### src/hdl/frame_cycle_singularity_test_core_assert.svh
// ----------------------------------------------------------------------------
// frame cycle singularity test assertion macros
// shared concurrent assertion forms, clocked on clk, disabled in reset
// ----------------------------------------------------------------------------
`ifndef FRAME_CYCLE_SINGULARITY_TEST_CORE_ASSERT_SVH
`define FRAME_CYCLE_SINGULARITY_TEST_CORE_ASSERT_SVH

// condition must never hold
`define FCST_ASSERT_NEVER(lbl, cond, msg) \
	lbl: assert property (@(posedge clk) disable iff (!arst_n) !(cond)) else $error(msg);

// same-cycle implication
`define FCST_ASSERT_IMPL(lbl, ante, cons, msg) \
	lbl: assert property (@(posedge clk) disable iff (!arst_n) (ante) |-> (cons)) \
		else $error(msg);

`endif

### src/hdl/fcst_pkg.sv
// ----------------------------------------------------------------------------
// fcst_pkg
// types and constants shared by the frame cycle singularity test blocks
// ----------------------------------------------------------------------------
package fcst_pkg;

	localparam int QUEUE_DEPTH = 8;
	localparam int QUEUE_PTR_W = $clog2(QUEUE_DEPTH);
	localparam int QUEUE_CNT_W = $clog2(QUEUE_DEPTH + 1);

	// signed axis permutation: perm[i] is the target axis, sgn[i] the flip
	typedef struct packed {
		logic [2:0][1:0] perm;
		logic [2:0]      sgn;
	} fcst_map_t;

	// one classified frame handed from front to back
	typedef struct packed {
		logic      has_step;
		logic      closes;
		fcst_map_t step_a;
		fcst_map_t step_b;
	} fcst_step_t;

	localparam fcst_map_t IDENT_MAP = '{perm: {2'd2, 2'd1, 2'd0}, sgn: 3'b000};

	function automatic logic [1:0] row_of(input logic [3:0] k);
		logic [1:0] r;
		case (k)
			4'd0, 4'd1, 4'd2: r = 2'd0;
			4'd3, 4'd4, 4'd5: r = 2'd1;
			4'd6, 4'd7, 4'd8: r = 2'd2;
			default:          r = 2'd0;
		endcase
		return r;
	endfunction

	function automatic logic [1:0] col_of(input logic [3:0] k);
		logic [1:0] c;
		case (k)
			4'd0, 4'd3, 4'd6: c = 2'd0;
			4'd1, 4'd4, 4'd7: c = 2'd1;
			4'd2, 4'd5, 4'd8: c = 2'd2;
			default:          c = 2'd0;
		endcase
		return c;
	endfunction

	// cycle := step * cycle
	function automatic fcst_map_t compose(input fcst_map_t cyc, input fcst_map_t step);
		fcst_map_t r;
		r = IDENT_MAP;
		for (int i = 0; i < 3; i++) begin
			case (cyc.perm[i])
				2'd0: begin
					r.perm[i] = step.perm[0];
					r.sgn[i]  = step.sgn[0] ^ cyc.sgn[i];
				end
				2'd1: begin
					r.perm[i] = step.perm[1];
					r.sgn[i]  = step.sgn[1] ^ cyc.sgn[i];
				end
				2'd2: begin
					r.perm[i] = step.perm[2];
					r.sgn[i]  = step.sgn[2] ^ cyc.sgn[i];
				end
				default: begin
					r.perm[i] = 2'd0;
					r.sgn[i]  = cyc.sgn[i];
				end
			endcase
		end
		return r;
	endfunction

endpackage

### src/hdl/fcst_back.sv
// ----------------------------------------------------------------------------
// fcst_back
// composes step permutations onto the cycle mapping and holds the result
// ----------------------------------------------------------------------------
module fcst_back (
	input  logic                   clk,
	input  logic                   arst_n,
	input  logic                   q_nonempty,
	input  fcst_pkg::fcst_step_t   q_data,
	output logic                   q_pop,
	output logic                   out_valid,
	input  logic                   out_ready,
	output fcst_pkg::fcst_map_t    out_map,
	output logic                   out_singular
);
	import fcst_pkg::*;

	fcst_map_t cycle_q, c1, c2;
	logic      out_valid_q;

	assign c1    = q_data.has_step ? compose(cycle_q, q_data.step_a) : cycle_q;
	assign c2    = compose(c1, q_data.step_b);
	assign q_pop = q_nonempty && (!out_valid_q || out_ready);

	always_ff @(posedge clk or negedge arst_n) begin
		if (!arst_n) begin
			cycle_q     <= IDENT_MAP;
			out_valid_q <= 1'b0;
		end else begin
			if (out_valid_q && out_ready)
				out_valid_q <= 1'b0;
			if (q_pop) begin
				if (q_data.closes) begin
					cycle_q     <= IDENT_MAP;
					out_valid_q <= 1'b1;
				end else begin
					cycle_q <= c1;
				end
			end
		end
	end

	always_ff @(posedge clk) begin
		if (q_pop && q_data.closes) begin
			out_map      <= c2;
			out_singular <= (c2 != IDENT_MAP);
		end
	end

	assign out_valid = out_valid_q;

endmodule

### config.mk
export PLATFORM = sky130hd
export DESIGN_NAME = fcst_back
export DESIGN_NICKNAME = d
export VERILOG_FILES = /design/src/hdl/frame_cycle_singularity_test_core_assert.svh /design/src/hdl/fcst_pkg.sv /design/src/hdl/fcst_back.sv
export SDC_FILE = /design/constraint.sdc
export NUM_CORES = 1
export LEC_CHECK = 0
export BUFFER_PORTS_ARGS = -buffer_cell sky130_fd_sc_hd__clkbuf_2
export CORE_MARGIN = 8
export CORE_UTILIZATION = 45
export CTS_CLUSTER_DIAMETER = 60
export DETAILED_ROUTE_END_ITERATION = 8
export PLACE_DENSITY = 0.75
export SYNTH_ARGS = -nofsm -noshare
export SYNTH_HDL_FRONTEND = slang
export SYNTH_SLANG_ARGS = --single-unit
### constraint.sdc
create_clock -name clk -period 3.72 [get_ports clk]
set_clock_uncertainty 0.2 [all_clocks]
set_input_delay 0.186 -clock clk [delete_from_list [all_inputs] [get_ports clk]]
set_output_delay 0.186 -clock clk [all_outputs]
set_load 0.01 [all_outputs]
==> flow_metrics.env <==
export IMPL_status="completed"
export IMPL_antenna_found_initial=0
export IMPL_synth_top_area_share=0.205
export IMPL_finalHoldViolCount=0
export IMPL_yosys_area_top_type="ha_1"
export IMPL_ys_top_cells_by_count="ha_1 (25), inv_1 (19), a222oi_1 (11)"
export IMPL_cts_buffers=3
export IMPL_n_antenna_cell=0
export IMPL_drc=0
export IMPL_fmax_mhz=316
export IMPL_finalSetupTns_ns=0
export IMPL_grt_usage=0.141
export IMPL_synth_area_leaders="ha_1 (21%), edfxtp_1 (20%), dfrtp_1 (13%), a222oi_1 (7.2%), inv_1 (4.7%)"
export IMPL_crit_type="flip-flop to flip-flop"
export IMPL_synthesis_nets=191
export IMPL_yosysMostFrequentCell="ha_1"
export IMPL_wl_per_cell_um=16.9
export IMPL_grt_remaining_overflow=0
export IMPL_place_congestion=0.914
export IMPL_rows=21
export IMPL_ir_worst_vdd_v=0.000181
export IMPL_synthDistinctLibCells=27
export IMPL_cts_setup_buffers=0
export IMPL_htreeDepth=1
export IMPL_fp_dieArea_um2=5510
export IMPL_pin_count=36
export IMPL_required_ns=3.59
export IMPL_grt_max_degree=13
export IMPL_total_power_mw=0.912
export IMPL_via_count=1345
export IMPL_port_buffers=35
export IMPL_cp_max_fo=5
export IMPL_drive_above_1_share=0.238
export IMPL_first_pass_iters=7
export IMPL_slew_headroom=0.453
export IMPL_setup_viol=0
export IMPL_first_iter_violations=196
export IMPL_ant_nets=0
export IMPL_finalCriticalPeriod_ns=3.17
export IMPL_r2r_start="cycle_q[4]"
export IMPL_p_leak_nw=0.871
export IMPL_fin_crit_sh=0.852
export IMPL_fp_dieW_um=74.2
export IMPL_grt_pass1_vias=1338
export IMPL_startpoint_type="flip-flop"
export IMPL_clock_latency_ns=0.31
export IMPL_ys_flop_type="edfxtp_1"
export IMPL_synth_ff_latch_count=20
export IMPL_setup_ws_ns=0.551
export IMPL_worstSetupStartpoint="cycle_q[4]"
export IMPL_ys_warn_count=0
export IMPL_post_place_ws_ns=0.616
export IMPL_core_um2=3280
export IMPL_viasPerCell=5.93
export IMPL_clockRootBuffer="clkbuf_4"
export IMPL_cts_clk_slew_worst_paths_ns=0.13
export IMPL_wirelength_um=3850
export IMPL_powerDensity_nw_per_um2=501
export IMPL_fin_nets=231
export IMPL_hpwl_um=3050
export IMPL_cp_arrival_ns=3.04
export IMPL_cts_tree="yes"
export IMPL_slew_viol_final=0
export IMPL_hp_class="input port to async pin"
export IMPL_die_h_um=74.2
export IMPL_grt_pass1_wl_um=6040
export IMPL_area_growth_pct=19.2
export IMPL_cap_violations=0
export IMPL_clockBufferDepth=2
export IMPL_avgSynthCellArea_um2=10.7
export IMPL_post_cts_resized=0
export IMPL_initial_core_util=0.464
export IMPL_clkSinkCount=20
export IMPL_grt_setup_unrepaired="false"
export IMPL_post_synth_inst_count=142
export IMPL_ys_seq_area_frac=0.363
export IMPL_synthArstFlopShare=0.500
export IMPL_cp_end_kind="flip-flop"
export IMPL_synth_edff_count=10
export IMPL_syn_cell_area_um2=1530
export IMPL_worst_pin_slew_ns=0.818
[layer usage]
metal  vias up  wire [um]  GRT usage
li1        618          -          -
met1       628       1660      0.182
met2        93       1690      0.216
met3         6        450     0.0350
met4         0         51     0.0630
met5         -          0          0
[where the power goes]
part           switching [mW]  internal [mW]  total [mW]
clock                  0.0740          0.109       0.183
combinational           0.209          0.198       0.407
sequential             0.0306          0.291       0.322
[worst paths after layout]
check	end	slack, ns	cells after the start
setup / recovery	out_singular	0.55	10
hold reg to reg	cycle_q[2]	0.36	2
setup reg to reg	out_singular	0.55	10
min in group clk	out_map[4]	0.09	3
hold / removal	cycle_q[2]	0.06	2
max in group asynchronous	cycle_q[5]	2.98	2
[placed cells by master, fill, tap and decap left out, drive strengths merged, types with 2 or more instances in the layout]
cell,Yosys,routed
a222oi,11,11
inv,19,19
edfxtp,10,10
dfstp,2,2
nand2b,4,4
ha,25,25
nor3,6,6
clkbuf,0,38
mux2i,3,3
nand2,3,3
nor2,10,10
a22oi,5,5
o21ai,3,3
a211oi,3,3
dfrtp,8,8
xnor3,3,3
o22ai,7,7
dlygate4sd3,0,2
a221oi,3,3
nor2b,4,4
a22o,5,5
[cells by family (layout without fill, tap and decap cells)]
logic type	after synthesis	in the layout	share of synthesized area
AO/OA/AOI/OAI	39	39	0.207
adder cells (fa/ha/maj)	25	25	0.205
XOR/XNOR	3	3	0.0443
AND/OR/NAND/NOR	31	31	0.107
buffers and inverters	21	60	0.0550
multiplexers	3	3	0.0197
flip-flops	20	20	0.363
[critical path, cell delays in order, from the launching register on]
cell and delay [ns]:
dfrtp_1 0.44, inv_1 0.14, ha_1 0.23, a222oi_1 0.11, o22ai_1 0.39, inv_1 0.14, ha_1 0.24, a222oi_1 0.41
o221ai_1 0.22, nor4b_2 0.29, nand4_1 0.11
[repair_timing]
item                                    CTS  global route
endpoints found under the setup margin    0             0
hold buffers                              2             0
hold endpoints to repair                 13             0
[area by class of cell]
cell class              count  area, um2
fillers                   293       1470
multi-input cells         101        888
flip-flops and latches     20        553
repair buffers             37        195
inverters                  19       71.3
well taps                  46       57.6
clock inverters             1       30.0
clock buffers               3       22.5
[sequential cells by signal (all words and copies together) (netlist names)]
signal and flops:
out_valid 1, out_map 9, out_singular 1, cycle_q 9
[metrics by stage]
stage | instances | area [um2] | util | hold slack (ns)
floorplan | 142 | 1530 | - | -0.310
global placement | 221 | 1750 | 0.531 | -0.125
detailed placement | 221 | 1750 | 0.531 | -0.128
CTS | 227 | 1820 | 0.554 | 0.0585
global route | 227 | 1820 | 0.554 | 0.0757
finish | 227 | 1820 | 0.554 | 0.0636
No activity file was read; power rests on OpenSTA's default activity.
