==> src/hdl/frame_cycle_singularity_test_core_assert.svh <==
// ----------------------------------------------------------------------------
// frame cycle singularity test assertion macros
// shared concurrent assertion forms, clocked on clk, disabled in reset
// ----------------------------------------------------------------------------
`ifndef FRAME_CYCLE_SINGULARITY_TEST_CORE_ASSERT_SVH
`define FRAME_CYCLE_SINGULARITY_TEST_CORE_ASSERT_SVH

// condition must never hold
`define FCST_ASSERT_NEVER(lbl, cond, msg) \
	lbl: assert property (@(posedge clk) disable iff (!arst_n) !(cond)) else $error(msg);

// same-cycle implication
`define FCST_ASSERT_IMPL(lbl, ante, cons, msg) \
	lbl: assert property (@(posedge clk) disable iff (!arst_n) (ante) |-> (cons)) \
		else $error(msg);

`endif

==> src/hdl/fcst_pkg.sv <==
// ----------------------------------------------------------------------------
// fcst_pkg
// types and constants shared by the frame cycle singularity test blocks
// ----------------------------------------------------------------------------
package fcst_pkg;

	localparam int QUEUE_DEPTH = 8;
	localparam int QUEUE_PTR_W = $clog2(QUEUE_DEPTH);
	localparam int QUEUE_CNT_W = $clog2(QUEUE_DEPTH + 1);

	// signed axis permutation: perm[i] is the target axis, sgn[i] the flip
	typedef struct packed {
		logic [2:0][1:0] perm;
		logic [2:0]      sgn;
	} fcst_map_t;

	// one classified frame handed from front to back
	typedef struct packed {
		logic      has_step;
		logic      closes;
		fcst_map_t step_a;
		fcst_map_t step_b;
	} fcst_step_t;

	localparam fcst_map_t IDENT_MAP = '{perm: {2'd2, 2'd1, 2'd0}, sgn: 3'b000};

	function automatic logic [1:0] row_of(input logic [3:0] k);
		logic [1:0] r;
		case (k)
			4'd0, 4'd1, 4'd2: r = 2'd0;
			4'd3, 4'd4, 4'd5: r = 2'd1;
			4'd6, 4'd7, 4'd8: r = 2'd2;
			default:          r = 2'd0;
		endcase
		return r;
	endfunction

	function automatic logic [1:0] col_of(input logic [3:0] k);
		logic [1:0] c;
		case (k)
			4'd0, 4'd3, 4'd6: c = 2'd0;
			4'd1, 4'd4, 4'd7: c = 2'd1;
			4'd2, 4'd5, 4'd8: c = 2'd2;
			default:          c = 2'd0;
		endcase
		return c;
	endfunction

	// cycle := step * cycle
	function automatic fcst_map_t compose(input fcst_map_t cyc, input fcst_map_t step);
		fcst_map_t r;
		r = IDENT_MAP;
		for (int i = 0; i < 3; i++) begin
			case (cyc.perm[i])
				2'd0: begin
					r.perm[i] = step.perm[0];
					r.sgn[i]  = step.sgn[0] ^ cyc.sgn[i];
				end
				2'd1: begin
					r.perm[i] = step.perm[1];
					r.sgn[i]  = step.sgn[1] ^ cyc.sgn[i];
				end
				2'd2: begin
					r.perm[i] = step.perm[2];
					r.sgn[i]  = step.sgn[2] ^ cyc.sgn[i];
				end
				default: begin
					r.perm[i] = 2'd0;
					r.sgn[i]  = cyc.sgn[i];
				end
			endcase
		end
		return r;
	endfunction

endpackage

==> src/hdl/fcst_queue.sv <==
// ----------------------------------------------------------------------------
// fcst_queue
// short register queue between front and back
// ----------------------------------------------------------------------------
module fcst_queue (
	input  logic                                 clk,
	input  logic                                 arst_n,
	input  logic                                 push,
	input  fcst_pkg::fcst_step_t                 wdata,
	input  logic                                 pop,
	output logic                                 nonempty,
	output fcst_pkg::fcst_step_t                 rdata,
	output logic [fcst_pkg::QUEUE_CNT_W-1:0]     count
);
	import fcst_pkg::*;

	fcst_step_t             mem_q [QUEUE_DEPTH];
	logic [QUEUE_PTR_W-1:0] wr_q, rd_q;
	logic [QUEUE_CNT_W-1:0] cnt_q;

	always_ff @(posedge clk or negedge arst_n) begin
		if (!arst_n) begin
			wr_q  <= '0;
			rd_q  <= '0;
			cnt_q <= '0;
		end else begin
			if (push)
				wr_q <= wr_q + 1'b1;
			if (pop)
				rd_q <= rd_q + 1'b1;
			if (push && !pop)
				cnt_q <= cnt_q + 1'b1;
			else if (pop && !push)
				cnt_q <= cnt_q - 1'b1;
		end
	end

	always_ff @(posedge clk) begin
		if (push)
			mem_q[wr_q] <= wdata;
	end

	assign nonempty = (cnt_q != '0);
	assign rdata    = mem_q[rd_q];
	assign count    = cnt_q;

endmodule

==> config.mk <==
export PLATFORM = sky130hd
export DESIGN_NAME = fcst_queue
export DESIGN_NICKNAME = d
export VERILOG_FILES = /design/src/hdl/frame_cycle_singularity_test_core_assert.svh /design/src/hdl/fcst_pkg.sv /design/src/hdl/fcst_queue.sv
export SDC_FILE = /design/constraint.sdc
export NUM_CORES = 1
export LEC_CHECK = 0
export ABC_AREA = 1
export BUFFER_PORTS_ARGS = -buffer_cell sky130_fd_sc_hd__buf_4
export CORE_UTILIZATION = 40
export DETAILED_ROUTE_END_ITERATION = 10
export GPL_TIMING_DRIVEN = 0
export SKIP_LAST_GASP = 1
export SLEW_MARGIN = 20
export SYNTH_ARGS = -nofsm -noshare
export SYNTH_HDL_FRONTEND = slang
export SYNTH_SLANG_ARGS = --single-unit
==> constraint.sdc <==
create_clock -name clk -period 2.2 [get_ports clk]
set_clock_uncertainty 0.15 [all_clocks]
set_input_delay 0.33 -clock clk [delete_from_list [all_inputs] [get_ports clk]]
set_output_delay 0.33 -clock clk [all_outputs]
set_load 0.05 [all_outputs]
==> flow_metrics.tcl <==
set metrics [dict create \
    multi_input_area_sq_um 2160 \
    r2r_cells 2 \
    yosys_register_bits 170 \
    failed_checks "DRC, setup timing" \
    num_vias 5058 \
    ios 49 \
    p_comb_frac 0.518 \
    p_int_mw 8.048 \
    cpPeakStageDelay_ps 370 \
    clk_pin_slew_ps 70 \
    p_seq_frac 0.291 \
    cts_num_sinks 170 \
    crit_path_start_kind "flop" \
    reg2reg_slack_ps 240 \
    core_sq_um 18090 \
    drt_wl_total_mm 17.41 \
    hold_viol_final 0 \
    crit_top_cell "nand2_1" \
    whs_ps 111.5 \
    antenna_cells 0 \
    n_fill_cell 1552 \
    fin_crit_sh 1.077 \
    syn-instance-count 766 \
    synthMuxAreaShare 0 \
    via_per_inst 4.549 \
    ir_drop_mv 0.9277 \
    synth-simple-area-share 0.2317 \
    path_max_fanout 10 \
    dieArea_sq_um 19180 \
    yosys.cell_types.count 18 \
    power_switching_mw 6.044 \
    syn_area_per_cell_sq_um 9.727 \
    synth_top_family_by_area "simple AND/OR/NAND/NOR gates" \
    leakage_nw 4.149 \
    maxCapViolCount 0 \
    grt_max_degree 21 \
    tritoncts "yes" \
    cts_buffer_depth 2 \
    critical_path_required_ps 1720 \
    crit_path_top_delay_cell "dfrtp_1" \
    yosys.area_share.adder 0.01108 \
    die_h_microns 138.5 \
    crit_chain "buf_6, clkinvlp_4, buf_6, buf_12, nor2_2, nand2_1, nand2_1, nand2_1, nand2_1, buf_6" \
    worst-setup-path-type "reg2out" \
    grt_use_total 0.1859 \
    rsz0062_at_grt "true" \
    drt_iter0_drc 324 \
    clockPowerShare 0.191 \
    outcome "complete, but fails checks" \
    wire_per_inst_microns 15.66 \
    grt-ovfl-total 0 \
    clk_latency_ps 430 \
    grt_pass1_wl_mm 26.22 \
    min_period_ps 2370 \
    dp_hpwl_mm 10.23 \
    start_util 0.4120 \
    firstDrtPassIters 9 \
    drive_above_1_share 0.2140 \
    cp_top_family "buffers and inverters" \
    max_freq_ghz 0.4220 \
    synth-compound-area-share 0.002687 \
    r2r-end "mem_q[2][13]$_DFFE_PP_" \
    drc 8 \
    fin_nets 900 \
    core.rowCount 49 \
    antenna_found_initial 0 \
    yosys_warnings 0 \
    tightest_slew_ps 739.6 \
    setup_slack_ps -169.5 \
    tns_ps -2818 \
    syn_area_sq_um 7451 \
    io_buffer_count 48 \
    cts_root_buf "clkbuf_16" \
    r2r-start "wr_q[0]$_DFFE_PN0P_" \
    finalMaxSlewViolations 0 \
    swShare 0.4289 \
    slew_headroom 0.5057 \
    p_per_area_nw_per_um2 1460 \
    area_growth_pct 29.52 \
    yosysSeqAreaShare 0.6784 \
    crit_arrival_ps 1890 \
    synth_xor_area_frac 0.005877 \
    hp-class "in2async" \
    dp_slack_ps 133.7 \
    endpoint_kind "output pin" \
    htreeDepth 4 \
    globalplace.congestion 0.7514 \
    drtAntennaViolNets 0 \
    fin_util 0.5336 \
    regArea_sq_um 5055 \
    die_x_microns 138.5 \
    setup_viol 20 \
    grt_pass1_vias 4908 \
    synth_nets 796 \
    cts_made_buffers 17 \
    crit_buf_inv 5 \
]
sequential cells by signal (all words and copies together), names as in the netlist:
name   flops
mem_q    160
count      4
rd_q       3
wr_q       3
per-stage QoR:
step	std cells	instance area (sq um)	total power, mW
after global routing	1112	9651	14.89
after detailed placement	1049	8323	10.09
after floorplan	766	7451	8.179
after CTS	1105	9228	13.25
final	1112	9651	14.09
after global placement	1043	8098	9.899
synth_stat cells:
cell type | number | share of area
buf_6 | 3 | 0.0045
clkbuf_1 | 6 | 0.0030
xor2_1 | 3 | 0.0035
xnor2_1 | 2 | 0.0024
dfrtp_1 | 10 | 0.034
nor2_1 | 169 | 0.085
nand3_1 | 2 | 0.0013
buf_4 | 5 | 0.0050
buf_2 | 16 | 0.011
nand2_1 | 285 | 0.14
or2_2 | 2 | 0.0017
buf_1 | 1 | 0.00050
inv_1 | 92 | 0.046
o21ai_1 | 1 | 0.00067
edfxtp_1 | 160 | 0.64
fa_1 | 1 | 0.0027
ha_1 | 5 | 0.0084
o21ai_0 | 3 | 0.0020
power groups by stage:
stage	Combinational (mW)	Sequential, mW	Clock [mW]
2_1_floorplan	3.90	4.28	0
3_3_place_gp	5.71	4.19	0
3_5_place_dp	5.91	4.18	0
4_1_cts	6.42	4.11	2.73
5_1_grt	7.90	4.15	2.84
6_report	7.30	4.11	2.69
kinds of logic after synthesis:
kind of cell               count (synthesis)
buffers and inverters                    123
DFF                                      170
adders and majority gates                  6
xor gates and xnor gates                   5
and+or+nand+nor                          458
AOI/OAI and AO/OA                          4
layout make-up:
cell class | instances | area share
Buffer | 31 | 0.03034
Clock buffer | 17 | 0.04408
Clock inverter | 15 | 0.01050
Inverter | 92 | 0.03617
Multi-Input combinational cell | 473 | 0.2238
Sequential cell | 170 | 0.5238
Tap cell | 229 | 0.02969
Timing Repair Buffer | 85 | 0.1016
cells in the final DEF (no fill, tap or decap), types with 4 or more instances in the layout:
cell,Yosys,final
clkinvlp_4,0,5
edfxtp_1,160,160
clkinv_2,0,4
inv_1,92,91
ha_1,5,5
buf_6,3,17
nand2_1,285,269
buf_8,0,10
buf_4,5,44
buf_16,0,6
nor2_2,0,22
buf_12,0,4
dlygate4sd3_1,0,23
inv_6,0,4
dfrtp_1,10,10
clkbuf_16,0,20
nand2_2,0,16
nor2_1,169,122
clkbuf_2,0,4
nor2_4,0,25
routing by layer:
metal	routed length [microns]	global-route usage
met4	318	0.07569
met5	0	0
met3	815	0.04018
met1	7805	0.2353
met2	8473	0.3107
how the worst max path moves through the flow:
stage | from | end | depth (start not counted)
after floorplan | wr_q[0]$_DFFE_PN0P_ | mem_q[0][0]$_DFFE_PP_ | 2
after global placement | push | mem_q[6][2]$_DFFE_PP_ | 4
after detailed placement | rd_q[1]$_DFFE_PN0P_ | rdata[19] | 8
after CTS | rd_q[0]$_DFFE_PN0P_ | rdata[19] | 9
after global routing | rd_q[1]$_DFFE_PN0P_ | rdata[15] | 10
final | rd_q[1]$_DFFE_PN0P_ | rdata[5] | 10
what timing repair did:
action,in CTS,in global routing
gates cloned,0,3
setup endpoints to repair,20,20
hold buffers,23,0
hold endpoints to repair,173,0
buffers inserted,1,4
resized for setup,47,97
pin swaps,3,42
(Power assumes the default switching activity.)
